File: src/mm4_pkg.sv
// Shared types and constants for the 4x4 fixed-point matrix multiplier.
// Used by every module of the block; has no dependencies of its own.
`default_nettype none

package mm4_pkg;

  localparam int DIM       = 4;
  localparam int FRAC_BITS = 16;
  localparam int DATA_W    = 32;
  localparam int IDX_W     = (DIM > 1) ? $clog2(DIM) : 1;
  localparam int PROD_W    = 2 * DATA_W;
  // Truncated product plus growth for a DIM-term sum.
  localparam int ACC_W     = PROD_W - FRAC_BITS + $clog2(DIM);

  typedef enum logic [1:0] {
    ST_IDLE,
    ST_MUL,
    ST_ACC,
    ST_PUT
  } state_e;

  typedef struct packed {
    logic clear;
    logic mul_en;
    logic acc_en;
  } mac_ctrl_t;

endpackage

`default_nettype wire

File: src/mm4_store.sv
// Left and right operand stores, DIM x DIM elements each, reset to zero.
// One write port shared by both stores, one read port per store. Uses mm4_pkg.
`default_nettype none

module mm4_store (
  input  wire logic                         clk_i,
  input  wire logic                         rst_ni,
  input  wire logic                         wr_en_i,
  input  wire logic                         wr_sel_i,
  input  wire logic [mm4_pkg::IDX_W-1:0]    wr_row_i,
  input  wire logic [mm4_pkg::IDX_W-1:0]    wr_col_i,
  input  wire logic [mm4_pkg::DATA_W-1:0]   wr_data_i,
  input  wire logic [mm4_pkg::IDX_W-1:0]    rd_row_i,
  input  wire logic [mm4_pkg::IDX_W-1:0]    rd_col_i,
  input  wire logic [mm4_pkg::IDX_W-1:0]    rd_k_i,
  output logic      [mm4_pkg::DATA_W-1:0]   left_o,
  output logic      [mm4_pkg::DATA_W-1:0]   right_o
);
  import mm4_pkg::*;

  logic [DATA_W-1:0] left_q  [DIM][DIM];
  logic [DATA_W-1:0] right_q [DIM][DIM];

  always_ff @(posedge clk_i or negedge rst_ni) begin
    if (!rst_ni) begin
      for (int i = 0; i < DIM; i++) begin
        for (int j = 0; j < DIM; j++) begin
          left_q[i][j]  <= '0;
          right_q[i][j] <= '0;
        end
      end
    end else if (wr_en_i) begin
      if (wr_sel_i) begin
        right_q[wr_row_i][wr_col_i] <= wr_data_i;
      end else begin
        left_q[wr_row_i][wr_col_i] <= wr_data_i;
      end
    end
  end

  assign left_o  = left_q[rd_row_i][rd_k_i];
  assign right_o = right_q[rd_k_i][rd_col_i];

endmodule

`default_nettype wire

File: src/mm4_mac.sv
// Shared multiply-accumulate unit: registered 32x32 product, floor shift,
// wide accumulator and 32-bit saturation. Uses mm4_pkg.
`default_nettype none

module mm4_mac (
  input  wire logic                        clk_i,
  input  wire logic                        rst_ni,
  input  wire mm4_pkg::mac_ctrl_t          ctrl_i,
  input  wire logic [mm4_pkg::DATA_W-1:0]  a_i,
  input  wire logic [mm4_pkg::DATA_W-1:0]  b_i,
  output logic      [mm4_pkg::DATA_W-1:0]  sat_o
);
  import mm4_pkg::*;

  logic signed [PROD_W-1:0] prod_q, prod_d;
  logic signed [PROD_W-1:0] prod_sh;
  logic signed [ACC_W-1:0]  acc_q, acc_d;
  logic                     fits;

  assign prod_d  = PROD_W'($signed(a_i)) * PROD_W'($signed(b_i));
  // Arithmetic shift rounds toward minus infinity.
  assign prod_sh = prod_q >>> FRAC_BITS;

  always_comb begin
    acc_d = acc_q;
    if (ctrl_i.clear) begin
      acc_d = '0;
    end else if (ctrl_i.acc_en) begin
      acc_d = acc_q + ACC_W'(prod_sh);
    end
  end

  always_ff @(posedge clk_i) begin
    if (ctrl_i.mul_en) begin
      prod_q <= prod_d;
    end
  end

  always_ff @(posedge clk_i or negedge rst_ni) begin
    if (!rst_ni) begin
      acc_q <= '0;
    end else begin
      acc_q <= acc_d;
    end
  end

  // The sum fits when all bits above bit 31 copy the sign.
  assign fits = (acc_q[ACC_W-1:DATA_W-1] == '0) || (acc_q[ACC_W-1:DATA_W-1] == '1);

  always_comb begin
    if (fits) begin
      sat_o = acc_q[DATA_W-1:0];
    end else if (acc_q[ACC_W-1]) begin
      sat_o = {1'b1, {(DATA_W-1){1'b0}}};
    end else begin
      sat_o = {1'b0, {(DATA_W-1){1'b1}}};
    end
  end

endmodule

`default_nettype wire

File: src/mm4_ctrl.sv
// Sequencer for the product burst: walks row, column and inner index,
// drives the shared MAC and hands each element to the output register. Uses mm4_pkg.
`default_nettype none

module mm4_ctrl (
  input  wire logic                       clk_i,
  input  wire logic                       rst_ni,
  input  wire logic                       in_valid_i,
  input  wire logic                       in_last_i,
  output logic                            in_ready_o,
  input  wire logic                       out_free_i,
  output logic                            out_load_o,
  output logic                            out_final_o,
  output logic     [mm4_pkg::IDX_W-1:0]   r_o,
  output logic     [mm4_pkg::IDX_W-1:0]   c_o,
  output logic     [mm4_pkg::IDX_W-1:0]   k_o,
  output mm4_pkg::mac_ctrl_t              mac_o
);
  import mm4_pkg::*;

  localparam logic [IDX_W-1:0] LastIdx = IDX_W'(DIM - 1);

  state_e           state_q, state_d;
  logic [IDX_W-1:0] r_q, c_q, k_q;
  logic             pv_q;
  logic             start;
  logic             is_final;

  assign start    = (state_q == ST_IDLE) && in_valid_i && in_last_i;
  assign is_final = (r_q == LastIdx) && (c_q == LastIdx);

  always_comb begin
    state_d = state_q;
    case (state_q)
      ST_IDLE: begin
        if (start) state_d = ST_MUL;
      end
      ST_MUL: begin
        if (k_q == LastIdx) state_d = ST_ACC;
      end
      ST_ACC: begin
        state_d = ST_PUT;
      end
      ST_PUT: begin
        if (out_free_i) state_d = is_final ? ST_IDLE : ST_MUL;
      end
      default: state_d = ST_IDLE;
    endcase
  end

  always_comb begin
    in_ready_o    = (state_q == ST_IDLE);
    out_load_o    = (state_q == ST_PUT) && out_free_i;
    mac_o.clear   = start || out_load_o;
    mac_o.mul_en  = (state_q == ST_MUL);
    mac_o.acc_en  = pv_q;
  end

  always_ff @(posedge clk_i or negedge rst_ni) begin
    if (!rst_ni) begin
      state_q <= ST_IDLE;
      r_q     <= '0;
      c_q     <= '0;
      k_q     <= '0;
      pv_q    <= 1'b0;
    end else begin
      state_q <= state_d;
      pv_q    <= (state_q == ST_MUL);
      if (start) begin
        r_q <= '0;
        c_q <= '0;
        k_q <= '0;
      end
      if (state_q == ST_MUL) begin
        k_q <= (k_q == LastIdx) ? '0 : k_q + 1'b1;
      end
      if (out_load_o) begin
        if (c_q == LastIdx) begin
          c_q <= '0;
          r_q <= (r_q == LastIdx) ? '0 : r_q + 1'b1;
        end else begin
          c_q <= c_q + 1'b1;
        end
      end
    end
  end

  assign r_o         = r_q;
  assign c_o         = c_q;
  assign k_o         = k_q;
  assign out_final_o = is_final;

endmodule

`default_nettype wire

File: src/matrix4x4_multiply.sv
// Top level of the 4x4 signed Q16.16 matrix multiplier: operand stores,
// shared MAC, sequencer and output register. Uses mm4_pkg and all mm4_* modules.
//
//   channel | direction | handshake              | payload
//   --------+-----------+------------------------+----------------------------------
//   in      | input     | in_valid_i / in_ready_o | op_i row_i col_i value_i last_i
//   out     | output    | out_valid_o/out_ready_i | out_row_o out_col_o product_o
//           |           |                        | final_res_o
//
// A word with last starts a burst of DIM*DIM results, computed one after
// another through the single multiplier and accumulator. Input is not taken
// during a burst. Output stalls hold the sequencer in its hand-off step.
// Reset clears both stores to zero and the control state.
`default_nettype none

module matrix4x4_multiply (
  input  wire logic        clk_i,
  input  wire logic        rst_ni,
  input  wire logic        in_valid_i,
  output logic             in_ready_o,
  input  wire logic        op_i,
  input  wire logic [1:0]  row_i,
  input  wire logic [1:0]  col_i,
  input  wire logic [31:0] value_i,
  input  wire logic        last_i,
  output logic             out_valid_o,
  input  wire logic        out_ready_i,
  output logic      [1:0]  out_row_o,
  output logic      [1:0]  out_col_o,
  output logic      [31:0] product_o,
  output logic             final_res_o
);
  import mm4_pkg::*;

  logic              in_accept;
  logic              wr_ok;
  logic              out_free;
  logic              out_load;
  logic              out_final;
  logic [IDX_W-1:0]  r_idx, c_idx, k_idx;
  logic [DATA_W-1:0] left_el, right_el, sat;
  mac_ctrl_t         mac_ctrl;

  logic              out_valid_q;
  logic [1:0]        out_row_q, out_col_q;
  logic [DATA_W-1:0] product_q;
  logic              final_q;

  assign in_accept = in_valid_i && in_ready_o;
  // Indices outside the matrix leave the stores untouched.
  assign wr_ok     = (int'(row_i) < DIM) && (int'(col_i) < DIM);
  assign out_free  = !out_valid_q || out_ready_i;

  mm4_store u_store (
    .clk_i     (clk_i),
    .rst_ni    (rst_ni),
    .wr_en_i   (in_accept && wr_ok),
    .wr_sel_i  (op_i),
    .wr_row_i  (IDX_W'(row_i)),
    .wr_col_i  (IDX_W'(col_i)),
    .wr_data_i (value_i),
    .rd_row_i  (r_idx),
    .rd_col_i  (c_idx),
    .rd_k_i    (k_idx),
    .left_o    (left_el),
    .right_o   (right_el)
  );

  mm4_mac u_mac (
    .clk_i  (clk_i),
    .rst_ni (rst_ni),
    .ctrl_i (mac_ctrl),
    .a_i    (left_el),
    .b_i    (right_el),
    .sat_o  (sat)
  );

  mm4_ctrl u_ctrl (
    .clk_i       (clk_i),
    .rst_ni      (rst_ni),
    .in_valid_i  (in_valid_i),
    .in_last_i   (last_i),
    .in_ready_o  (in_ready_o),
    .out_free_i  (out_free),
    .out_load_o  (out_load),
    .out_final_o (out_final),
    .r_o         (r_idx),
    .c_o         (c_idx),
    .k_o         (k_idx),
    .mac_o       (mac_ctrl)
  );

  always_ff @(posedge clk_i or negedge rst_ni) begin
    if (!rst_ni) begin
      out_valid_q <= 1'b0;
    end else if (out_load) begin
      out_valid_q <= 1'b1;
    end else if (out_ready_i) begin
      out_valid_q <= 1'b0;
    end
  end

  always_ff @(posedge clk_i) begin
    if (out_load) begin
      out_row_q <= 2'(r_idx);
      out_col_q <= 2'(c_idx);
      product_q <= sat;
      final_q   <= out_final;
    end
  end

  assign out_valid_o = out_valid_q;
  assign out_row_o   = out_row_q;
  assign out_col_o   = out_col_q;
  assign product_o   = product_q;
  assign final_res_o = final_q;

endmodule

`default_nettype wire
File: config.mk
export PLATFORM = sky130hd
export DESIGN_NAME = matrix4x4_multiply
export DESIGN_NICKNAME = d
export VERILOG_FILES = /design/src/mm4_pkg.sv /design/src/mm4_store.sv /design/src/mm4_mac.sv /design/src/mm4_ctrl.sv /design/src/matrix4x4_multiply.sv
export SDC_FILE = /design/constraint.sdc
export NUM_CORES = 2
export LEC_CHECK = 0
export BUFFER_PORTS_ARGS = -buffer_cell sky130_fd_sc_hd__buf_2
export CAP_MARGIN = 30
export CORE_ASPECT_RATIO = 2
export CORE_MARGIN = 2
export CORE_UTILIZATION = 30
export CTS_BUF_LIST = sky130_fd_sc_hd__clkbuf_2
export DETAILED_ROUTE_END_ITERATION = 8
export GPL_TIMING_DRIVEN = 0
export REMOVE_ABC_BUFFERS = 1
export SLEW_MARGIN = 10
export SYNTH_ARGS = -nofsm -noshare
export SYNTH_HDL_FRONTEND = slang
export SYNTH_SLANG_ARGS = --single-unit
File: constraint.sdc
create_clock -name clk_i -period 12.17 [get_ports clk_i]
set_input_delay 2.434 -clock clk_i [delete_from_list [all_inputs] [get_ports clk_i]]
set_output_delay 2.434 -clock clk_i [all_outputs]
set_load 0.03 [all_outputs]
# Word-level counts from Yosys, hierarchy flattened
# Cells that the tools add are included.
[classes]
addsub = 4
mul = 1
order_cmp = 7
n_eq_ne = 10
mux = 38
bitwise = 6
n_reduce_logical = 19
[op_table]
columns = ["op", "count"]
rows = [
  ["$bwmux W512", 2],
  ["$mux W128", 5],
  ["$bmux W128 S2", 2],
  ["$demux W128 S2", 1],
  ["$mux W32", 7],
  ["$bmux W32 S2", 2],
  ["$mux W50", 2],
  ["$demux W32 S2", 1],
  ["$mul A32 B32 Y64", 1],
  ["$add A50 B48 Y50", 1],
  ["$mux W2", 12],
  ["$eq A19 B19 Y1 const B", 1],
  ["$logic_not A19 Y1", 1],
  ["$ge A3 B3 Y1 const B", 5],
  ["$not A2 Y3", 5],
  ["$eq A2 B2 Y1 const B", 5],
  ["$pmux W2 S4", 1],
  ["$reduce_bool A2 Y1", 4],
  ["$add A2 B1 Y2 const B", 3],
  ["$logic_and A1 B1 Y1", 6],
  ["$lt A3 B1 Y1 const B", 2],
  ["$ne A2 B1 Y1 const B", 3],
  ["$reduce_and A2 Y1", 2],
  ["$logic_or A1 B1 Y1", 3],
  ["other kinds (6)", 8],
]
[word_totals]
register_bits = 1185
inputBits = 42
output_inout_bits = 39

# Depth between registers and ports, before layout
[depth]
word_depth = 8
depth_mapped = 42
depth_no_buf = 33

# By module
# From an unflattened synthesis, not the netlist that was laid out.
[hier_totals]
hier_cells = 7292
hier_area_um2 = 89176.8
[by_module_without_submodules]
columns = ["mod", "n_inst", "cells_per_inst", "area_each_um2"]
rows = [
  ["mm4_store", 1, 2835, 45676.3],
  ["mm4_mac", 1, 4365, 41817.6],
  ["matrix4x4_multiply", 1, 41, 1164.9],
  ["mm4_ctrl", 1, 51, 518.0],
]

# Worst setup path after synthesis
# Ideal clock, no wire load.
[synth_path]
path_type = "register to register"
startpoint = "reg u_ctrl.r_q[0] (netlist: u_ctrl.r_o[0])"
endpoint = "reg u_mac.prod_q[57] (data pin)"
setup_ps = 258
arrival_time_ps = 9628
required_ps = 11912
path_slack_ps = 2284
stages_incl_launch_ff = 37
synth_period_minus_slack_ps = 9886
path_cell_list = "dfrtp_1 -> buf_6 -> buf_8 -> buf_2 -> buf_4 -> buf_1 -> mux4_2 -> mux2_2 -> o21ai_1 -> buf_2 -> nor2_1 -> fa_1 -> inv_1 -> fa_1 -> inv_1 -> fa_1 -> inv_1 -> fa_1 -> inv_1 -> fa_1 -> fa_1 -> fa_1 -> inv_1 -> fa_1 -> inv_1 -> ha_1 -> clkbuf_1 -> nand4_1 -> or2_0 -> or2_2 -> a21oi_1 -> a31oi_1 -> o41ai_2 -> a41oi_1 -> nand2b_1 -> a21oi_1 -> xnor2_1"
[synth_via]
elab_chain_cells = 8
[synth_rtl]
columns = ["item", "line", "text"]
rows = [
  ["start, declared", "mm4_ctrl.sv:24", "logic [IDX_W-1:0] r_q, c_q, k_q;"],
  ["start signal, assigned", "mm4_ctrl.sv:80", "r_q <= (r_q == LastIdx) ? '0 : r_q + 1'b1;"],
  ["$not A2 Y3 (implied by the code)", "mm4_store.sv:41", "assign left_o = left_q[rd_row_i][rd_k_i];"],
  ["$bmux W128 S2", "mm4_store.sv:41", ""],
  ["$mux W128 (implied by the code) (2 in series)", "mm4_store.sv:41", ""],
  ["$bmux W32 S2", "mm4_store.sv:41", ""],
  ["$mux W32 (implied by the code) (2 in series)", "mm4_store.sv:41", ""],
  ["$mul A32 B32 Y64", "mm4_mac.sv:20", "assign prod_d = PROD_W'($signed(a_i)) * PROD_W'($signed(b_i));"],
  ["named net u_mac.prod_d[57]", "mm4_mac.sv:15", "logic signed [PROD_W-1:0] prod_q, prod_d;"],
  ["end signal, assigned", "mm4_mac.sv:35", "prod_q <= prod_d;"],
  ["end, declared", "mm4_mac.sv:15", ""],
]
# The timed path passes the listed nets, and every way through them passes these cells. The select of a mux whose other input is x is not followed.
# A chain may end at the register's enable or synchronous reset.

# Worst setup path after layout
[layout_path]
startpoint = "reg u_ctrl.k_q[0] (netlist: u_ctrl.k_o[0])"
endpoint = "reg u_mac.prod_q[63] (data pin)"
[layout_via]
elab_chain_cells = 8
elab_cells_between_ends = 11
[layout_rtl]
columns = ["item", "line", "text"]
rows = [
  ["start, declared", "mm4_ctrl.sv:24", ""],
  ["start signal, assigned", "mm4_ctrl.sv:75", "k_q <= (k_q == LastIdx) ? '0 : k_q + 1'b1;"],
  ["$not A2 Y3 (implied by the code) *", "mm4_store.sv:41, mm4_store.sv:42", ""],
  ["$bmux W128 S2", "mm4_store.sv:42", "assign right_o = right_q[rd_k_i][rd_col_i];"],
  ["$mux W128 (implied by the code) (2 in series)", "mm4_store.sv:42", ""],
  ["$bmux W32 S2", "mm4_store.sv:42", ""],
  ["$mux W32 (implied by the code) (2 in series)", "mm4_store.sv:42", ""],
  ["$mul A32 B32 Y64 *", "mm4_mac.sv:20", ""],
  ["named net u_mac.prod_d[63]", "mm4_mac.sv:15", ""],
]
# The timed path passes the listed nets; every way through them passes the cells marked *. The select of a mux whose other input is x is not followed.

==> results.txt <==
* Root buf cell: clkbuf_2
* Slew headroom: 0.250
- Of all nets on the critical path, the largest fanout is 37.
* Starting Density: 0.301
* Arrival time reported for the critical path endpoint: approximately 13 ns
- In this design, the largest share of critical-path delay is due to adder cells.
- Ranking of synthesized cells by instance count: 1084 x dfrtp_1, 1082 x fa_1, 1079 x inv_1
* Wire length of the first global-routing pass: around 410000 um
* Vertical extent of the die: just under 800 um
- Cells taking the most area after synthesis: dfrtp_1 30%, fa_1 24%, mux2_2 13%, mux4_2 6.8%, inv_1 4.5%
* Multi-input logic area: 0.0546 mm2
* Count of input and output buffers: 80
- After layout, the minimum clock period comes to 11.46 ns.
* Total congestion overflow: 0
* FMAX: 87.2 MHz
- Setup violations remaining at the end of the flow were counted as 0.
- Antenna violations before repair: 24
* Total half-perimeter wirelength after legalization and detailed placement: between 200000 and 250000 um
- Synthesized area per cell: around 12 um2
- Yosys instantiated no cell more often than dfrtp_1.
- The final route contains between 50000 and 60000 vias.
- Cell taking the most area after synthesis: dfrtp_1
* Pins Over Slew Limit: 0
* Slowest stage delay, CP: around 0.95 ns
* Std cell rows: approximately 280
- Most Frequent Cell on Critical Path: fa_1
- Cell area after synthesis: 0.0896 mm2
* Number of optimization iterations in the first detailed-route pass: 6
* Total cell area at the placement stage: 0.0968 mm2
- For the pin with the worst max-slew slack, the measured transition is 1.13 ns.
* Tot GR Track Use: 0.178
- Synthesized flop and latch total: roughly 1200
* GP Congestion: approximately 1
- After detailed routing, the number of vias per cell comes to slightly above 5.
* Routed wire length per instance: between 20 and 25 um
- Setup repair after global routing left no endpoint under its margin.
- Share of the synthesized area in the top cell type: 0.303
- Across the whole layout, storage elements account for between 0.02 and 0.03 mm2.
- Clock insertion delay at the later pin of the skew report: about 1.8 ns
- Counting both buffers and inverters, the worst setup path holds a total of 7.
- Required arrival time at the worst endpoint: about 14 ns
- The min-delay analysis places its worst path in the category reg2reg.
* Count of distinct cell types in the synthesized netlist: 80
- During synthesis, Yosys emitted a total of 0 warnings.
- TritonCTS built the clock tree.
- Ratio of cells with drive above 1 in the final layout: 0.267
- The final layout contains routed wiring with a total length of 268000 um.
* Die boundary width: between 300 and 400 um
- Fin Clk Skew: approximately 0.34 ns
* Part of the Yosys area used for sequential elements: 0.331
- Post-route standard cell area excluding fillers: 0.0992 mm2
- CTS Buffer Depth: 4
* Hold Vio Cnt, Final: 0
- Slowest cell on the critical path: fa_1
- The cell count after synthesis came out at approximately 7500.
- The flow ran to the end, and the final reports show no timing, DRC or antenna violations.
- The tree built by TritonCTS fans out to 1169 sinks.
* Reg clk slew, reported paths: ~0.12 ns
- After synthesis, the share of flip-flops with an asynchronous set or reset is 0.927.
- The number of global-route vias before repair is 67700.
- The critical path is of the reg2reg type.
* Accumulated negative setup slack: 0 ns
- In this run the number of H-tree levels came out at 4.
- In this run the standard cell core region covers around 0.30 mm2.
- From synthesis to final layout, the design area changed by 10.7%.
- The synthesized design contains 85 enable-type register cells.
* Count of fill cells added during filler insertion: slightly below 30000
- For this design the top-level I/O count stands at 81.
* Worst hold slack: 0.511 ns
- Sort of element at the start of the critical path: flop
* Number of buffers created by CTS: about 250
- Max_cap viols: 0
- STA classifies the critical path endpoint as a flop.
- After the first detailed-routing iteration, the DRC count stood at around 2800.
- The worst hold path begins at u_store.left_q[88]$_DFFE_PN0P_.
- In this run the critical register-to-register path is launched from u_ctrl.k_o[0]$_DFFE_PN0P_.
- Full die area: 0.303 mm2
- In the routed design, unresolved DRC markers number 0.
* Primary FF master, synth: dfrtp_1
* Largest net degree at the start of global routing: approximately 170
- Net count of the finished layout: 8889
- Fin crit share: 0.942
- Source of the critical timing path: u_ctrl.k_o[0]$_DFFE_PN0P_
- Detail Route Antenna Nets: 0
[per-stage QoR]
stage	utilization	worst slack [ns]	std cells
after floorplan	-	-3.49	7031
after global placement	0.312	-13.96	11000
after detailed placement	0.326	0.0786	11100
after CTS	0.333	0.175	11600
after global routing	0.334	0.169	11600
final	0.334	0.707	11600
[flip-flops by register name (all words and copies together) (netlist names), 32 cells and up]
name	count
product_o	32
u_mac.acc_q	50
u_mac.prod_q	48
u_store.left_q	512
u_store.right_q	512
[kinds of logic after synthesis]
family	after synthesis	share of synthesized area
buffers and inverters	1573	0.0673
multiplexers	1415	0.211
adder cells (fa/ha/maj)	1317	0.275
AND/OR/NAND/NOR	1472	0.0705
flip-flops	1169	0.331
XOR/XNOR	102	0.00997
AO/OA/AOI/OAI	475	0.0348
[layout by cell type, fill, tap and decap left out, types with 17 or more instances in the layout]
cell type / n
a21oi_1: 105
nand2b_1: 57
ha_1: 234
and2_1: 52
buf_12: 50
buf_2: 84
o21bai_1: 17
mux4_2: 269
buf_4: 17
edfxtp_1: 85
mux2_2: 1064
xor2_1: 31
dfrtp_1: 1077
buf_8: 23
clkinv_1: 81
nand3_1: 39
o21ai_0: 67
buf_16: 65
clkbuf_2: 334
nand2_1: 607
fa_1: 1081
nor2b_1: 61
inv_1: 1078
nor2_4: 19
xnor2_1: 71
nor2_1: 515
a21o_1: 92
clkinv_2: 19
nand4_1: 32
mux2i_1: 77
o21ai_4: 31
o21a_1: 43
[layout make-up]
class,count,share of cell area
sequential,1169,0.300
clock inverter,109,0.00548
inverter,1081,0.0409
tap,3847,0.0485
clock buffer,333,0.0168
multi-input combinational,4781,0.550
timing repair buffer,251,0.0384
antenna,8,0.000202
[routing by layer]
| layer | track usage | part of all wire | wire length [um] |
|---|---|---|---|
| met4 | 0.127 | 0.083 | 22200 |
| met3 | 0.0251 | 0.040 | 10800 |
| met1 | 0.171 | 0.33 | 87000 |
| met2 | 0.343 | 0.55 | 147000 |
| met5 | 0.000478 | 0.00058 | 155 |
[worst paths after layout]
kind | depth (start not counted) | slack, ns | end
setup reg to reg | 28 | 0.71 | u_mac.prod_q[63]$_DFFE_PP_
hold reg to reg | 1 | 0.51 | u_store.left_q[88]$_DFFE_PN0P_
hold / removal | 1 | 0.51 | u_store.left_q[88]$_DFFE_PN0P_
min in group asynchronous | 1 | 0.71 | u_store.right_q[396]$_DFFE_PN0P_
max in group asynchronous | 6 | 7.30 | u_store.left_q[404]$_DFFE_PN0P_
setup / recovery | 28 | 0.71 | u_mac.prod_q[63]$_DFFE_PP_
[timing repair]
item | 4_1_cts | 5_1_grt
hold buffers | 0 | 0
gates resized for setup | 0 | 2
setup endpoints to repair | 0 | 5
setup buffers | 0 | 1
Power is not shown: default switching activity piles up to over one toggle a cycle in this logic, so the estimate is an artifact.
